==> config.mk <==
export PLATFORM = sky130hd
export DESIGN_NAME = button_press_duration_classifier
export DESIGN_NICKNAME = d
export VERILOG_FILES = /design/src/design/bpdc_pkg.sv /design/src/design/bpdc_lane.sv /design/src/design/bpdc_merge.sv /design/src/design/button_press_duration_classifier.sv
export SDC_FILE = /design/constraint.sdc
export NUM_CORES = 1
export LEC_CHECK = 0
export ABC_CLOCK_PERIOD_IN_PS = 12600
export CAP_MARGIN = 15
export CORE_UTILIZATION = 60
export DETAILED_ROUTE_END_ITERATION = 16
export DONT_BUFFER_PORTS = 1
export GPL_ROUTABILITY_DRIVEN = 0
export PLACE_DENSITY = 0.85
export SYNTH_ARGS = -nofsm -noshare
export SYNTH_HDL_FRONTEND = slang
export SYNTH_SLANG_ARGS = --single-unit
==> constraint.sdc <==
create_clock -name clk -period 12.6 [get_ports clk]
set_clock_uncertainty 0.15 [all_clocks]
set_input_delay 1.89 -clock clk [delete_from_list [all_inputs] [get_ports clk]]
set_output_delay 1.89 -clock clk [all_outputs]
set_load 0.005 [all_outputs]
==> src/design/bpdc_pkg.sv <==
// Package for the button press duration classifier.
// Holds the press class type, lane status structs, register codes and the
// classify function. No dependencies.
package bpdc_pkg;

    localparam int MASK_WIDTH  = 8;
    localparam int ELAPSED_W   = 16;
    localparam int TICK_W      = 10;
    localparam int CFG_INDEX_W = 3;
    localparam int CFG_DATA_W  = 16;

    localparam logic [ELAPSED_W-1:0] ELAPSED_MAX = {ELAPSED_W{1'b1}};

    // Register indexes of the configuration port
    localparam logic [CFG_INDEX_W-1:0] REG_MIN_PRESS  = 3'd0;
    localparam logic [CFG_INDEX_W-1:0] REG_LONG_PRESS = 3'd1;
    localparam logic [CFG_INDEX_W-1:0] REG_TICK       = 3'd2;
    localparam logic [CFG_INDEX_W-1:0] REG_DIMMING    = 3'd3;

    typedef enum logic [1:0] {
        CLS_NONE  = 2'd0,
        CLS_SHORT = 2'd1,
        CLS_LONG  = 2'd2
    } press_class_t;

    // Timing thresholds shared by all lanes
    typedef struct packed {
        logic [ELAPSED_W-1:0] min_press_ms;
        logic [ELAPSED_W-1:0] long_press_ms;
        logic [TICK_W-1:0]    tick_ms;
    } lane_cfg_t;

    // What one lane found for one scan
    typedef struct packed {
        logic         pressed;
        press_class_t cls;
    } lane_res_t;

    function automatic press_class_t classify(
        input logic [ELAPSED_W-1:0] t,
        input logic [ELAPSED_W-1:0] min_ms,
        input logic [ELAPSED_W-1:0] long_ms
    );
        press_class_t k;
        k = CLS_NONE;
        if (t > min_ms) begin
            if ((long_ms != '0) && (t > long_ms)) begin
                k = CLS_LONG;
            end
            else begin
                k = CLS_SHORT;
            end
        end
        return k;
    endfunction

endpackage

==> src/design/bpdc_lane.sv <==
// One button lane: started flag, elapsed counter and per-scan class.
// Depends on bpdc_pkg.
module bpdc_lane (
    input  logic               clk,
    input  logic               rst_n,
    input  logic               load,
    input  logic               pressed,
    input  bpdc_pkg::lane_cfg_t cfg,
    output bpdc_pkg::lane_res_t res
);
    import bpdc_pkg::*;

    logic                 started_reg, started_next;
    logic [ELAPSED_W-1:0] elapsed_reg, elapsed_next;
    lane_res_t            res_reg, res_next;
    logic [ELAPSED_W:0]   sum;
    logic [ELAPSED_W-1:0] advanced;

    // Saturating advance of the elapsed count
    assign sum      = {1'b0, elapsed_reg} + {{(ELAPSED_W + 1 - TICK_W){1'b0}}, cfg.tick_ms};
    assign advanced = sum[ELAPSED_W] ? ELAPSED_MAX : sum[ELAPSED_W-1:0];

    always_comb
    begin
        started_next     = 1'b0;
        elapsed_next     = '0;
        res_next.pressed = pressed;
        res_next.cls     = CLS_NONE;
        if (pressed) begin
            started_next = 1'b1;
            if (started_reg) begin
                elapsed_next = advanced;
                res_next.cls = classify(advanced, cfg.min_press_ms, cfg.long_press_ms);
            end
        end
        else if (started_reg) begin
            // judge the release on the advanced count, then drop the press
            res_next.cls = classify(advanced, cfg.min_press_ms, cfg.long_press_ms);
        end
    end

    always_ff @(posedge clk or negedge rst_n)
    begin
        if (!rst_n) begin
            started_reg <= 1'b0;
            elapsed_reg <= '0;
            res_reg     <= '{pressed: 1'b0, cls: CLS_NONE};
        end
        else if (load) begin
            started_reg <= started_next;
            elapsed_reg <= elapsed_next;
            res_reg     <= res_next;
        end
    end

    assign res = res_reg;

endmodule

==> src/design/bpdc_merge.sv <==
// Merge stage: combines lane results into indicator, release masks and
// dimming request. Depends on bpdc_pkg.
module bpdc_merge #(
    parameter int NUM_BUTTONS = 8
) (
    input  bpdc_pkg::lane_res_t res [NUM_BUTTONS],
    input  logic [bpdc_pkg::MASK_WIDTH-1:0] dimming_mask,
    output logic [1:0]                      indicator,
    output logic [bpdc_pkg::MASK_WIDTH-1:0] released_mask,
    output logic [bpdc_pkg::MASK_WIDTH-1:0] long_mask,
    output logic                            dim_request
);
    import bpdc_pkg::*;

    localparam int NOUT = (NUM_BUTTONS < MASK_WIDTH) ? NUM_BUTTONS : MASK_WIDTH;

    always_comb
    begin
        indicator     = CLS_NONE;
        released_mask = '0;
        long_mask     = '0;
        // highest-numbered valid held button wins
        for (int b = 0; b < NUM_BUTTONS; b++) begin
            if (res[b].pressed && (res[b].cls != CLS_NONE)) begin
                indicator = res[b].cls;
            end
        end
        for (int b = 0; b < NOUT; b++) begin
            released_mask[b] = !res[b].pressed && (res[b].cls != CLS_NONE);
            long_mask[b]     = !res[b].pressed && (res[b].cls == CLS_LONG);
        end
        dim_request = |(released_mask & dimming_mask);
    end

endmodule

==> src/design/button_press_duration_classifier.sv <==
// Top level of the button press duration classifier.
// Instantiates one bpdc_lane per button and bpdc_merge; uses bpdc_pkg.
//
// Usage:
//   Input channel (in_valid / in_stall): one word per periodic scan, the
//   pressed_mask with one bit per button. A word is taken at a rising edge
//   with in_valid high and in_stall low.
//   Output channel (out_valid / out_stall): one result word per scan with
//   indicator, released_mask, long_mask and dim_request, taken at a rising
//   edge with out_valid high and out_stall low.
//   Configuration channel (cfg_valid / cfg_ready / cfg_index / cfg_data):
//   index 0 min_press_ms, 1 long_press_ms, 2 tick_ms, 3 dimming_mask;
//   other indexes are ignored. cfg_ready is always high. Write only while
//   the block is idle.
// Path: a taken scan is registered in the lane result stage, then in the output register.
// Throughput: one scan per cycle while in_stall is low; every button lane
//   updates its counter in parallel, and the lane result stage plus the
//   output register form a two-word pipeline.
// Reset: all buttons not started with zero elapsed time, registers back to
//   their defaults (100, 0, 100, 0), pipeline empty.
// Stall: while out_stall holds the output word, one more scan is taken into
//   the lane stage; after that in_stall rises until the output moves.
module button_press_duration_classifier #(
    parameter int NUM_BUTTONS = 8
) (
    input  logic                                 clk,
    input  logic                                 rst_n,
    input  logic                                 in_valid,
    output logic                                 in_stall,
    input  logic [bpdc_pkg::MASK_WIDTH-1:0]      pressed_mask,
    output logic                                 out_valid,
    input  logic                                 out_stall,
    output logic [1:0]                           indicator,
    output logic [bpdc_pkg::MASK_WIDTH-1:0]      released_mask,
    output logic [bpdc_pkg::MASK_WIDTH-1:0]      long_mask,
    output logic                                 dim_request,
    input  logic                                 cfg_valid,
    output logic                                 cfg_ready,
    input  logic [bpdc_pkg::CFG_INDEX_W-1:0]     cfg_index,
    input  logic [bpdc_pkg::CFG_DATA_W-1:0]      cfg_data
);
    import bpdc_pkg::*;

    // Configuration registers
    logic [ELAPSED_W-1:0]  min_press_reg;
    logic [ELAPSED_W-1:0]  long_press_reg;
    logic [TICK_W-1:0]     tick_reg;
    logic [MASK_WIDTH-1:0] dimming_reg;
    lane_cfg_t             lane_cfg;

    // Pipeline control
    logic in_accept;
    logic out_adv;
    logic s1_valid_reg, s1_valid_next;
    logic out_valid_reg, out_valid_next;

    // Lane results and merged word
    lane_res_t             lane_res [NUM_BUTTONS];
    logic [1:0]            ind_m;
    logic [MASK_WIDTH-1:0] rel_m;
    logic [MASK_WIDTH-1:0] lng_m;
    logic                  dim_m;

    logic [1:0]            indicator_reg;
    logic [MASK_WIDTH-1:0] released_reg;
    logic [MASK_WIDTH-1:0] long_reg;
    logic                  dim_reg;

    assign cfg_ready = 1'b1;

    always_ff @(posedge clk or negedge rst_n)
    begin
        if (!rst_n) begin
            min_press_reg  <= 16'd100;
            long_press_reg <= 16'd0;
            tick_reg       <= 10'd100;
            dimming_reg    <= 8'd0;
        end
        else if (cfg_valid && cfg_ready) begin
            unique case (cfg_index)
                REG_MIN_PRESS:  min_press_reg  <= cfg_data;
                REG_LONG_PRESS: long_press_reg <= cfg_data;
                REG_TICK:       tick_reg       <= cfg_data[TICK_W-1:0];
                REG_DIMMING:    dimming_reg    <= cfg_data[MASK_WIDTH-1:0];
                default:        ;
            endcase
        end
    end

    assign lane_cfg = '{min_press_ms: min_press_reg,
                        long_press_ms: long_press_reg,
                        tick_ms: tick_reg};

    // Output moves when empty or taken; lane stage refills when it moves on
    assign out_adv   = !out_valid_reg || !out_stall;
    assign in_stall  = s1_valid_reg && !out_adv;
    assign in_accept = in_valid && !in_stall;

    always_comb
    begin
        s1_valid_next  = s1_valid_reg;
        out_valid_next = out_valid_reg;
        if (out_adv) begin
            out_valid_next = s1_valid_reg;
            s1_valid_next  = in_accept;
        end
        else if (in_accept) begin
            // output held, lane stage was empty: keep the new scan there
            s1_valid_next = 1'b1;
        end
    end

    always_ff @(posedge clk or negedge rst_n)
    begin
        if (!rst_n) begin
            s1_valid_reg  <= 1'b0;
            out_valid_reg <= 1'b0;
        end
        else begin
            s1_valid_reg  <= s1_valid_next;
            out_valid_reg <= out_valid_next;
        end
    end

    // One lane per button; buttons past the mask width never see a press
    for (genvar b = 0; b < NUM_BUTTONS; b++) begin : g_lane
        logic lane_pressed;
        if (b < MASK_WIDTH) begin : g_in
            assign lane_pressed = pressed_mask[b];
        end
        else begin : g_none
            assign lane_pressed = 1'b0;
        end
        bpdc_lane u_lane (
            .clk     (clk),
            .rst_n   (rst_n),
            .load    (in_accept),
            .pressed (lane_pressed),
            .cfg     (lane_cfg),
            .res     (lane_res[b])
        );
    end

    bpdc_merge #(
        .NUM_BUTTONS (NUM_BUTTONS)
    ) u_merge (
        .res           (lane_res),
        .dimming_mask  (dimming_reg),
        .indicator     (ind_m),
        .released_mask (rel_m),
        .long_mask     (lng_m),
        .dim_request   (dim_m)
    );

    // Output word register; hold while stalled
    always_ff @(posedge clk)
    begin
        if (out_adv && s1_valid_reg) begin
            indicator_reg <= ind_m;
            released_reg  <= rel_m;
            long_reg      <= lng_m;
            dim_reg       <= dim_m;
        end
    end

    assign out_valid     = out_valid_reg;
    assign indicator     = indicator_reg;
    assign released_mask = released_reg;
    assign long_mask     = long_reg;
    assign dim_request   = dim_reg;

    a_ind_range: assert property (@(posedge clk) disable iff (!rst_n)
        out_valid_reg |-> (indicator_reg != 2'd3))
        else $error("indicator code out of range");

    a_long_subset: assert property (@(posedge clk) disable iff (!rst_n)
        out_valid_reg |-> ((long_reg & ~released_reg) == '0))
        else $error("long release without valid release");

    a_dim_match: assert property (@(posedge clk) disable iff (!rst_n)
        out_valid_reg |-> (dim_reg == |(released_reg & dimming_reg)))
        else $error("dim request does not match release mask");

    a_accept_fills: assert property (@(posedge clk) disable iff (!rst_n)
        in_accept |=> s1_valid_reg)
        else $error("accepted scan lost from lane stage");

endmodule

==> results of run 1 <==
## worst max-delay path by stage
stage / start / cells past startpoint / endpoint / slack, ns
floorplan: tick_reg[1] / 14 / g_lane[1].u_lane.res[1] / 8.41
global placement: tick_reg[0] / 14 / g_lane[1].u_lane.res[1] / 7.93
detailed placement: tick_reg[0] / 15 / g_lane[2].u_lane.res[1] / 7.86
CTS: tick_reg[1] / 15 / g_lane[7].u_lane.res[1] / 7.84
global route: tick_reg[1] / 15 / g_lane[7].u_lane.res[1] / 7.49
finish: tick_reg[1] / 15 / g_lane[7].u_lane.res[1] / 7.75
## metrics by stage
stage,utilization [%],instances,total power [mW],setup WS (ns)
finish,64.86,2611,3.548,7.754
global route,64.85,2610,3.744,7.487
CTS,64.85,2610,3.476,7.842
detailed placement,61.87,2561,2.605,7.864
global placement,61.87,2561,2.483,7.935
floorplan,-,2185,2.123,8.409
## per-layer routing
| layer | wire length, µm | vias to the layer above | global-route usage (%) | share of wire (%) |
|---|---|---|---|---|
| met3 | 6984 | 321 | 8.638 | 11 |
| li1 | - | 8257 | - | - |
| met2 | 26560 | 1124 | 56.44 | 43 |
| met5 | 0 | - | 0 | 0 |
| met4 | 5605 | 0 | 28.47 | 9.0 |
| met1 | 23030 | 8763 | 45.03 | 37 |
## layout by cell type (no fill, tap or decap), types with 27 or more instances in the layout
cell type,Yosys,final
o211ai_1,39,39
nor2_1,108,108
inv_1,62,62
xnor2_1,32,32
ha_1,336,336
nand3_1,50,50
a22o_1,65,65
dfrtp_1,198,198
o21ai_0,124,124
nor3_1,30,30
o21a_1,33,33
a211o_1,28,28
nand2_1,245,244
nand4_1,54,54
nor2b_1,33,33
mux2_2,34,34
a21oi_1,181,181
clkbuf_16,0,28
xor2_1,27,27
a21o_1,58,58
## where the power goes
group	switching, mW	total (mW)	internal, mW
clock network	0.344	0.862	0.518
logic	1.07	1.76	0.689
registers	0.116	0.927	0.811
total	1.53	3.55	2.02
## logic make-up after synthesis
logic type               synth area share (%)
adder cells (fa/ha/maj)                 22.11
buffers and inverters                   2.820
AO/OA/AOI/OAI                           25.47
XOR/XNOR                                2.617
AND/OR/NAND/NOR                         16.14
multiplexers                            2.041
other                                 0.01899
flip-flops                              28.79
## worst reg2reg max path, cell delays in order, from the launching register on
cell       delay, ns
dfrtp_1         0.65
buf_4           0.37
fa_1            0.27
a21oi_1         0.12
o211ai_1        0.25
o2111ai_1       0.20
a21oi_1         0.76
o21ai_0         0.19
o21ai_0         0.18
ha_1            0.32
a211o_1         0.30
a21oi_1         0.11
o21ai_0         0.10
a221oi_1        0.36
a221oi_1        0.14
a22o_1          0.26
## area by class of cell
class,instances,area (µm²),share of cell area [%]
sequential,223,5683,27.00
timing repair buffer,9,67.56,0.3210
clock inverter,13,187.7,0.8916
antenna,1,2.502,0.01189
multi-input combinational,1825,13540,64.34
tap,442,553.0,2.627
clock buffer,36,780.7,3.709
inverter,62,232.7,1.106
==> impl_metrics.env, run 1 <==
export IMPL_status="complete, no violations"
export IMPL_fp_dieArea_um2=33630
export IMPL_placementRows=66
export IMPL_fillers=2559
export IMPL_regToRegSetupSlack_ns=7.75
export IMPL_syn_area_um2=19740
export IMPL_synth_area_leaders="dfrtp_1 25%, ha_1 21%, nand2_1 4.7%"
export IMPL_slew_headroom_pct=35.07
export IMPL_clock_latency_ns=0.57
export IMPL_power_density_nw_per_um2=168.6
export IMPL_track_usage_pct=36.92
export IMPL_first_global_vias=18047
export IMPL_cts_sinks=223
export IMPL_path_clk_slew_ns=0.07
export IMPL_cts_buffers=27
export IMPL_largest_register_ffs=128
export IMPL_whs_ns=0.3312
export IMPL_grt_pass1_wl_um=96430
export IMPL_vias_per_cell=7.072
export IMPL_cts_setup_buffers=0
export IMPL_reg2reg_from="tick_reg[1]"
export IMPL_p_leak_nw=10.02
export IMPL_hp_class="reg -> reg"
export IMPL_avgSynthCellArea_um2=9.036
export IMPL_finalCritPeriodShare_pct=38.46
export IMPL_fp_coreArea_um2=32450
export IMPL_ant_nets=0
export IMPL_synthFlopType="dfrtp_1"
export IMPL_dp_hpwl_um=42760
export IMPL_synthArstFlopShare_pct=91.48
export IMPL_finalMaxSlewViolations=0
export IMPL_cts_root_buffer="clkbuf_16"
export IMPL_ctsHoldBuffers=0
export IMPL_ys_warnings_count=0
export IMPL_drtIter0Drc=1877
export IMPL_critPathBufInv=1
export IMPL_grt_antenna_before_repair=1
export IMPL_synth_most_common_cell="ha_1"
export IMPL_worstHoldEndpoint="out_valid"
export IMPL_rsz0062_at_grt="no"
export IMPL_ys_seq_elements=223
export IMPL_htree_levels=1
export IMPL_reg2reg_to="g_lane[7].u_lane.res[1]"
export IMPL_cap_violations=0
export IMPL_start_util_pct=60.83
export IMPL_worstMarginPinSlew_ns=0.9739
export IMPL_synthTopCellsByCount="336 x ha_1, 245 x nand2_1, 198 x dfrtp_1, 181 x a21oi_1, 124 x o21ai_0"
export IMPL_port_buffer_count=0
export IMPL_critPathMaxFanout=14
export IMPL_die_h_um=183.4
export IMPL_synth_top_area_share_pct=25.10
export IMPL_clockBufferDepth=3
export IMPL_design_area_um2=21050
export IMPL_syn_num_nets=2561
export IMPL_slowest_delay_ns=0.76
export IMPL_io_pins=54
export IMPL_critPathCaptureType="flop"
export IMPL_path_cells="buf_4 > fa_1 > a21oi_1 > o211ai_1 > o2111ai_1 > a21oi_1 > o21ai_0 > o21ai_0 > ha_1 > a211o_1 > a21oi_1 > o21ai_0 > a221oi_1 > a221oi_1 > a22o_1"
export IMPL_routed_wl_um=62190
export IMPL_ff2ff_path_depth=15
export IMPL_final_layout_size_suffix_gt1_share_pct=6.458
export IMPL_wire_per_inst_um=23.82
export IMPL_cts_resized=0
export IMPL_final_nets=2524
export IMPL_synthCells=2185
export IMPL_placed_area_um2=20080
export IMPL_gr_total_overflow=0
export IMPL_grt_max_degree=205
export IMPL_slowest_stage="a21oi_1"
export IMPL_cp_data_arrival_time_ns=5.15
export IMPL_critical_path_required_ns=12.91
export IMPL_finalSetupViolCount=0
export IMPL_drc=0
export IMPL_area_growth_pct=6.623
export IMPL_ys_seq_area_share_pct=28.79
export IMPL_first_pass_iters=6
export IMPL_start_kind="flop"
export IMPL_hold_path_depth=1
export IMPL_die_w_um=183.4
export IMPL_synth_edf_count=19
export IMPL_fmax_mhz=206.4
export IMPL_netlist_cell_type_count=85
export IMPL_finalCriticalPeriod_ns=4.846
export IMPL_critPathTopFamily="compound AO/OA/AOI/OAI gates"
export IMPL_cts_tree="built"
export IMPL_criticalPathCategory="reg -> reg"
export IMPL_worstHoldStart="s1_valid_reg"
export IMPL_vias=18465
export IMPL_hold_viol=0
export IMPL_setup_tns_final_ns=0
export IMPL_yosysTopAreaCell="dfrtp_1"
export IMPL_ir_drop_v=0.0001304
Power figures use the tool's default switching activity.
==> run 2, diff against run 1 <==
ABC_AREA = 1   (was not set)
ABC_CLOCK_PERIOD_IN_PS = 4300   (was 12600)
PLACE_DENSITY = 0.88   (was 0.85)
clock period = 4.3 ns   (was 12.6 ns; I/O delays follow)
==> impl_metrics.env, run 2 <==
export IMPL_routed_wl_um=66490
export IMPL_design_area_um2=23880
export IMPL_clockBufferDepth=3
export IMPL_synthArstFlopShare_pct=91.48
export IMPL_gr_total_overflow=0
export IMPL_grt_pass1_wl_um=105200
export IMPL_synthTopCellsByCount="1,266 x nand2_1, 465 x inv_1, 336 x ha_1, 203 x nor2_1, 198 x dfrtp_1"
export IMPL_die_w_um=195.5
export IMPL_wire_per_inst_um=17.38
export IMPL_slowest_delay_ns=0.72
export IMPL_io_pins=54
export IMPL_cp_startpoint="tick_reg[0]"
export IMPL_netlist_cell_type_count=46
export IMPL_synth_area_leaders="dfrtp_1 22%, nand2_1 21%, ha_1 19%"
export IMPL_final_util_pct=65.07
export IMPL_ir_drop_v=0.0003434
export IMPL_critical_path_required_ns=4.68
export IMPL_fp_coreArea_um2=36700
export IMPL_wl_met2_um=28030
export IMPL_synth_edf_count=19
export IMPL_placementRows=70
export IMPL_synth_most_common_cell="nand2_1"
export IMPL_syn_num_nets=3715
export IMPL_power_density_nw_per_um2=417.5
export IMPL_rsz0062_at_grt="no"
export IMPL_synthSimpleGateAreaFrac_pct=36.17
export IMPL_start_kind="flop"
export IMPL_p_leak_nw=14.04
export IMPL_cts_root_buffer="clkbuf_16"
export IMPL_vias_per_cell=5.761
export IMPL_avgSynthCellArea_um2=6.726
export IMPL_reg2reg_from="tick_reg[0]"
export IMPL_synth_compound_area_share_pct=8.441
export IMPL_port_buffer_count=0
export IMPL_ant_nets=0
export IMPL_grt_antenna_before_repair=2
export IMPL_finalCritPeriodShare_pct=96.08
export IMPL_slowest_stage="dfrtp_1"
export IMPL_first_pass_iters=7
export IMPL_path_cells="ha_1 > fa_1 > nand3_1 > nand3_2 > nand2_1 > nand2_2 > a21oi_2 > buf_12 > nand3_4 > ha_1 > nand2_1 > nor4_1 > nand2_1 > a21oi_1 > nand2_1 > nand2_1"
export IMPL_p_total_mw=9.970
export IMPL_synth_top_family_by_area="simple AND/OR/NAND/NOR gates"
export IMPL_hold_viol=198
export IMPL_cpMostUsedCell="nand2_1"
export IMPL_regToRegSetupSlack_ns=0.17
export IMPL_drtIter0Drc=2423
export IMPL_place_inst=3773
export IMPL_yosysTopAreaCell="dfrtp_1"
export IMPL_whs_ns=-0.3715
export IMPL_drc=0
export IMPL_cap_violations=0
export IMPL_hp_class="in -> async"
export IMPL_routed_wl_met3_um=8255
export IMPL_synthXorXnorAreaFrac_pct=1.326
export IMPL_ys_seq_elements=223
export IMPL_critPathMaxFanout=10
export IMPL_final_nets=3710
export IMPL_htree_levels=1
export IMPL_path_clk_slew_ns=0.07
export IMPL_final_common_cell="nand2_1"
export IMPL_post_place_ws_ns=0.4504
export IMPL_area_growth_pct=6.335
export IMPL_largest_register_ffs=128
export IMPL_ys_seq_area_share_pct=25.31
export IMPL_vias=22035
export IMPL_synth_fa_ha_area_share_pct=19.43
export IMPL_criticalPathCategory="reg -> reg"
export IMPL_final_cell_mix="1,266 x nand2_1, 465 x inv_1, 336 x ha_1"
export IMPL_first_global_vias=20456
export IMPL_violations="negative hold slack"
export IMPL_finalMaxSlewViolations=0
export IMPL_fillers=3074
export IMPL_routed_top_layer="met4"
export IMPL_cts_sinks=223
export IMPL_wl_met1_um=27020
export IMPL_cts_buffers=27
export IMPL_dp_hpwl_um=47660
export IMPL_critPathBufInv=1
export IMPL_ys_warnings_count=0
export IMPL_muxShareOfSynthArea_pct=0
export IMPL_fmax_mhz=242.1
export IMPL_critPathTopFamily="simple AND/OR/NAND/NOR gates"
export IMPL_synth_top_area_share_pct=22.06
export IMPL_fp_dieArea_um2=38200
export IMPL_slew_headroom_pct=22.34
export IMPL_die_h_um=195.5
export IMPL_clock_latency_ns=0.60
export IMPL_post_layout_nonfiller_instances=3825
export IMPL_finalSetupViolCount=0
export IMPL_critPathCaptureType="flop"
export IMPL_status="finished with violations"
export IMPL_worstMarginPinSlew_ns=1.159
export IMPL_grt_max_degree=205
export IMPL_cts_tree="built"
export IMPL_start_util_pct=61.19
export IMPL_finalCriticalPeriod_ns=4.131
export IMPL_final_setup_worst_slack_ns=0.1687
export IMPL_final_layout_size_suffix_gt1_share_pct=5.991
export IMPL_setup_tns_final_ns=0
export IMPL_synthCells=3339
export IMPL_synthFlopType="dfrtp_1"
export IMPL_track_usage_pct=34.86
export IMPL_cp_data_arrival_time_ns=4.51
export IMPL_placed_area_um2=22850
export IMPL_syn_area_um2=22460
-- run 2: changes by cell type after synthesis, moves of 29 or more --
cell | previous run | this run
a21o_1 | 58 | 15
a22o_1 | 65 | 0
clkbuf_1 | 53 | 9
inv_1 | 62 | 465
mux2_2 | 34 | 0
nand2_1 | 245 | 1266
nand2_2 | 0 | 44
nand3_1 | 50 | 187
nor2_1 | 108 | 203
nor2b_1 | 33 | 0
o211ai_1 | 39 | 6
xnor2_1 | 32 | 3
-- run 2: area by class of cell --
type	instances	area, µm²	share of cell area (%)
tap	468	585.6	2.452
clock inverter	20	312.8	1.310
inverter	475	1783	7.467
multi-input combinational	2596	14700	61.54
sequential	223	5683	23.80
antenna	2	5.005	0.02096
timing repair buffer	11	107.6	0.4506
clock buffer	30	706.9	2.960
-- run 2: repair_timing --
item | 4_1_cts | 5_1_grt
buffers inserted | 0 | 0
endpoints found under the hold margin | 204 | 204
setup endpoints to repair | 0 | 0
gates resized for setup | 0 | 0
-- run 2: path summary, 6_finish.rpt --
path	endpoint	depth (start not counted)
setup / recovery	g_lane[1].u_lane.res[1]	16
hold / removal	g_lane[4].u_lane.elapsed_reg[8]	0
setup reg to reg	g_lane[1].u_lane.res[1]	16
hold reg to reg	g_lane[2].u_lane.elapsed_reg[6]	2
max in group asynchronous	g_lane[7].u_lane.elapsed_reg[10]	0
min in group clk	min_press_reg[12]	2
-- run 2: worst reg2reg max path, cell delays in order (launching register included) --
cell and delay [ns]:
dfrtp_1 0.72, ha_1 0.43, fa_1 0.45, nand3_1 0.14, nand3_2 0.11, nand2_1 0.12
nand2_2 0.08, a21oi_2 0.27, buf_12 0.20, nand3_4 0.10, ha_1 0.30, nand2_1 0.12
nor4_1 0.43, nand2_1 0.15, a21oi_1 0.17, nand2_1 0.07, nand2_1 0.07
-- run 2: cells by family (layout without fill, tap and decap cells) --
family,Yosys count,in the layout
XOR/XNOR,34,34
flip-flops,223,223
AND/OR/NAND/NOR,1867,1867
other,1,3
AO/OA/AOI/OAI,350,350
buffers and inverters,520,536
adder cells (fa/ha/maj),344,344
-- run 2: metal layers --
layer	global-route usage [%]	up-vias
li1	-	10696
met1	46.64	9935
met2	53.53	1179
met3	7.893	225
met4	15.92	0
met5	0	-
-- run 2: power breakdown --
group | internal [mW] | switching, mW
clock network | 1.62 | 1.03
registers | 2.36 | 0.275
logic | 1.62 | 3.06
total | 5.60 | 4.36
==> run 3, diff against run 2 <==
SETUP_SLACK_MARGIN = 0.3   (was not set)
==> impl_metrics.env, run 3 (same netlist as run 2, synthesis figures left out) <==
export IMPL_status="finished with violations"
export IMPL_violations="negative hold slack"
export IMPL_wl_met1_um=27110
export IMPL_ir_drop_v=0.0003447
export IMPL_whs_ns=-0.3706
export IMPL_clock_power_share_pct=26.6
export IMPL_cap_violations=0
export IMPL_die_w_um=195.5
export IMPL_grt_antenna_before_repair=2
export IMPL_fillers=3066
export IMPL_port_buffer_count=0
export IMPL_critPathCaptureType="flop"
export IMPL_drtIter0Drc=2486
export IMPL_critPathMaxFanout=10
export IMPL_final_nets=3711
export IMPL_cp_data_arrival_time_ns=4.27
export IMPL_dp_hpwl_um=47660
export IMPL_final_cell_mix="1,266 x nand2_1, 465 x inv_1, 336 x ha_1"
export IMPL_track_usage_pct=34.86
export IMPL_grt_max_degree=205
export IMPL_htree_levels=1
export IMPL_final_setup_worst_slack_ns=0.4181
export IMPL_final_layout_size_suffix_gt1_share_pct=6.108
export IMPL_setup_tns_final_ns=0
export IMPL_cts_sinks=223
export IMPL_cts_root_buffer="clkbuf_16"
export IMPL_p_leak_nw=13.99
export IMPL_finalCritPeriodShare_pct=90.28
export IMPL_hp_class="in -> async"
export IMPL_finalMaxSlewViolations=0
export IMPL_start_kind="flop"
export IMPL_fp_dieArea_um2=38200
export IMPL_wl_met2_um=28230
export IMPL_wire_per_inst_um=17.46
export IMPL_gr_total_overflow=0
export IMPL_switching_share_pct=43.81
export IMPL_post_place_ws_ns=0.4504
export IMPL_power_density_nw_per_um2=417.2
export IMPL_slew_headroom_pct=20.72
export IMPL_slowest_delay_ns=0.60
export IMPL_ff2ff_path_depth=16
export IMPL_vias_per_cell=5.769
export IMPL_post_layout_nonfiller_instances=3826
export IMPL_hold_viol=198
export IMPL_criticalPathCategory="reg -> reg"
export IMPL_cts_buffers=27
export IMPL_combPwrFrac_pct=47.0
export IMPL_path_cells="ha_1 > fa_1 > nand3_1 > nand3_2 > nand2_1 > nand2_2 > a21oi_2 > buf_12 > nand3_4 > ha_1 > nand2_1 > nor4_1 > nand2_1 > a21oi_1 > nand2_1 > nand2_1"
export IMPL_cts_tree="built"
export IMPL_fp_coreArea_um2=36700
export IMPL_p_switching_mw=4.373
export IMPL_finalCriticalPeriod_ns=3.882
export IMPL_p_int_mw=5.608
export IMPL_io_pins=54
export IMPL_place_inst=3773
export IMPL_die_h_um=195.5
export IMPL_path_clk_slew_ns=0.07
export IMPL_vias=22071
export IMPL_first_global_vias=20456
export IMPL_ant_nets=0
export IMPL_routed_wl_um=66810
export IMPL_cpMostUsedCell="nand2_1"
export IMPL_clock_latency_ns=0.60
export IMPL_grt_pass1_wl_um=105200
export IMPL_routed_top_layer="met4"
export IMPL_largest_register_ffs=128
export IMPL_finalSetupViolCount=0
export IMPL_slowest_stage="dfrtp_2"
export IMPL_start_util_pct=61.19
export IMPL_routed_wl_met3_um=8336
export IMPL_placementRows=70
export IMPL_drc=0
export IMPL_final_common_cell="nand2_1"
export IMPL_worstMarginPinSlew_ns=1.183
export IMPL_area_growth_pct=6.536
export IMPL_clockBufferDepth=3
export IMPL_rsz0062_at_grt="no"
export IMPL_first_pass_iters=7
export IMPL_fmax_mhz=257.6
export IMPL_critical_path_required_ns=4.69
export IMPL_seqPwrFrac_pct=26.4
## run 3: cell count changes in the layout (fill, tap and decap cells not counted)
cell and delta:
nand2_8 +3, nand3_1 -1, nand3_2 +1, nand2_4 -3
a21boi_2 +1, dfrtp_1 -2, dfrtp_2 +2
## run 3: worst max-delay path: cells and delay by family (launching register included)
kind,cells,cell delay [ns]
adder cells (fa/ha/maj),3,1.07
AO/OA/AOI/OAI,2,0.43
buffers and inverters,1,0.20
AND/OR/NAND/NOR,10,1.36
flip-flops,1,0.60
## run 3: final timing paths
kind	from	end	slack (ns)
min in group clk	cfg_data[12]	min_press_reg[12]	0.06
min reg2reg	long_press_reg[11]	long_press_reg[11]	0.34
max reg2reg	tick_reg[0]	g_lane[1].u_lane.res[1]	0.42
max in group asynchronous	rst_n	tick_reg[1]	3.73
min	rst_n	g_lane[4].u_lane.elapsed_reg[15]	-0.37
max	tick_reg[0]	g_lane[1].u_lane.res[1]	0.42
## run 3: layout make-up
cell class | instances | area, µm² | area share, %
Tap cell | 468 | 585.6 | 2.448
Inverter | 475 | 1783 | 7.453
Antenna cell | 2 | 5.005 | 0.02092
Multi-Input combinational cell | 2597 | 14740 | 61.60
Timing Repair Buffer | 11 | 107.6 | 0.4498
Clock inverter | 20 | 312.8 | 1.307
Clock buffer | 30 | 706.9 | 2.955
Sequential cell | 223 | 5685 | 23.76
## run 3: metal layers
layer | track usage (%) | up-vias
met3 | 7.893 | 225
met2 | 53.53 | 1184
met5 | 0 | -
met4 | 15.92 | 0
li1 | - | 10698
met1 | 46.64 | 9964
## run 3: repair_timing
action | in CTS | in global routing
setup endpoints to repair | 0 | 16
endpoints found under the hold margin | 204 | 204
buffers inserted | 0 | 0
resized for setup | 0 | 6
## run 3: power by group through the flow
stage	Clock, mW	Sequential (mW)	Combinational [mW]
2_1_floorplan	0	2.55	3.35
3_3_place_gp	0	2.64	4.31
3_5_place_dp	0	2.65	4.47
4_1_cts	2.66	2.62	4.53
5_1_grt	2.74	2.65	5.25
6_report	2.65	2.64	4.69
## run 3: through the flow
step / util, % / power, mW / cell area (µm²) / hold slack [ns]
2_1_floorplan: - / 5.890 / 22460 / 0.1994
3_3_place_gp: 62.28 / 6.950 / 22850 / 0.2102
3_5_place_dp: 62.28 / 7.123 / 22850 / 0.2115
4_1_cts: 65.06 / 9.808 / 23870 / -0.3992
5_1_grt: 65.19 / 10.64 / 23920 / -0.3882
6_report: 65.19 / 9.981 / 23920 / -0.3706
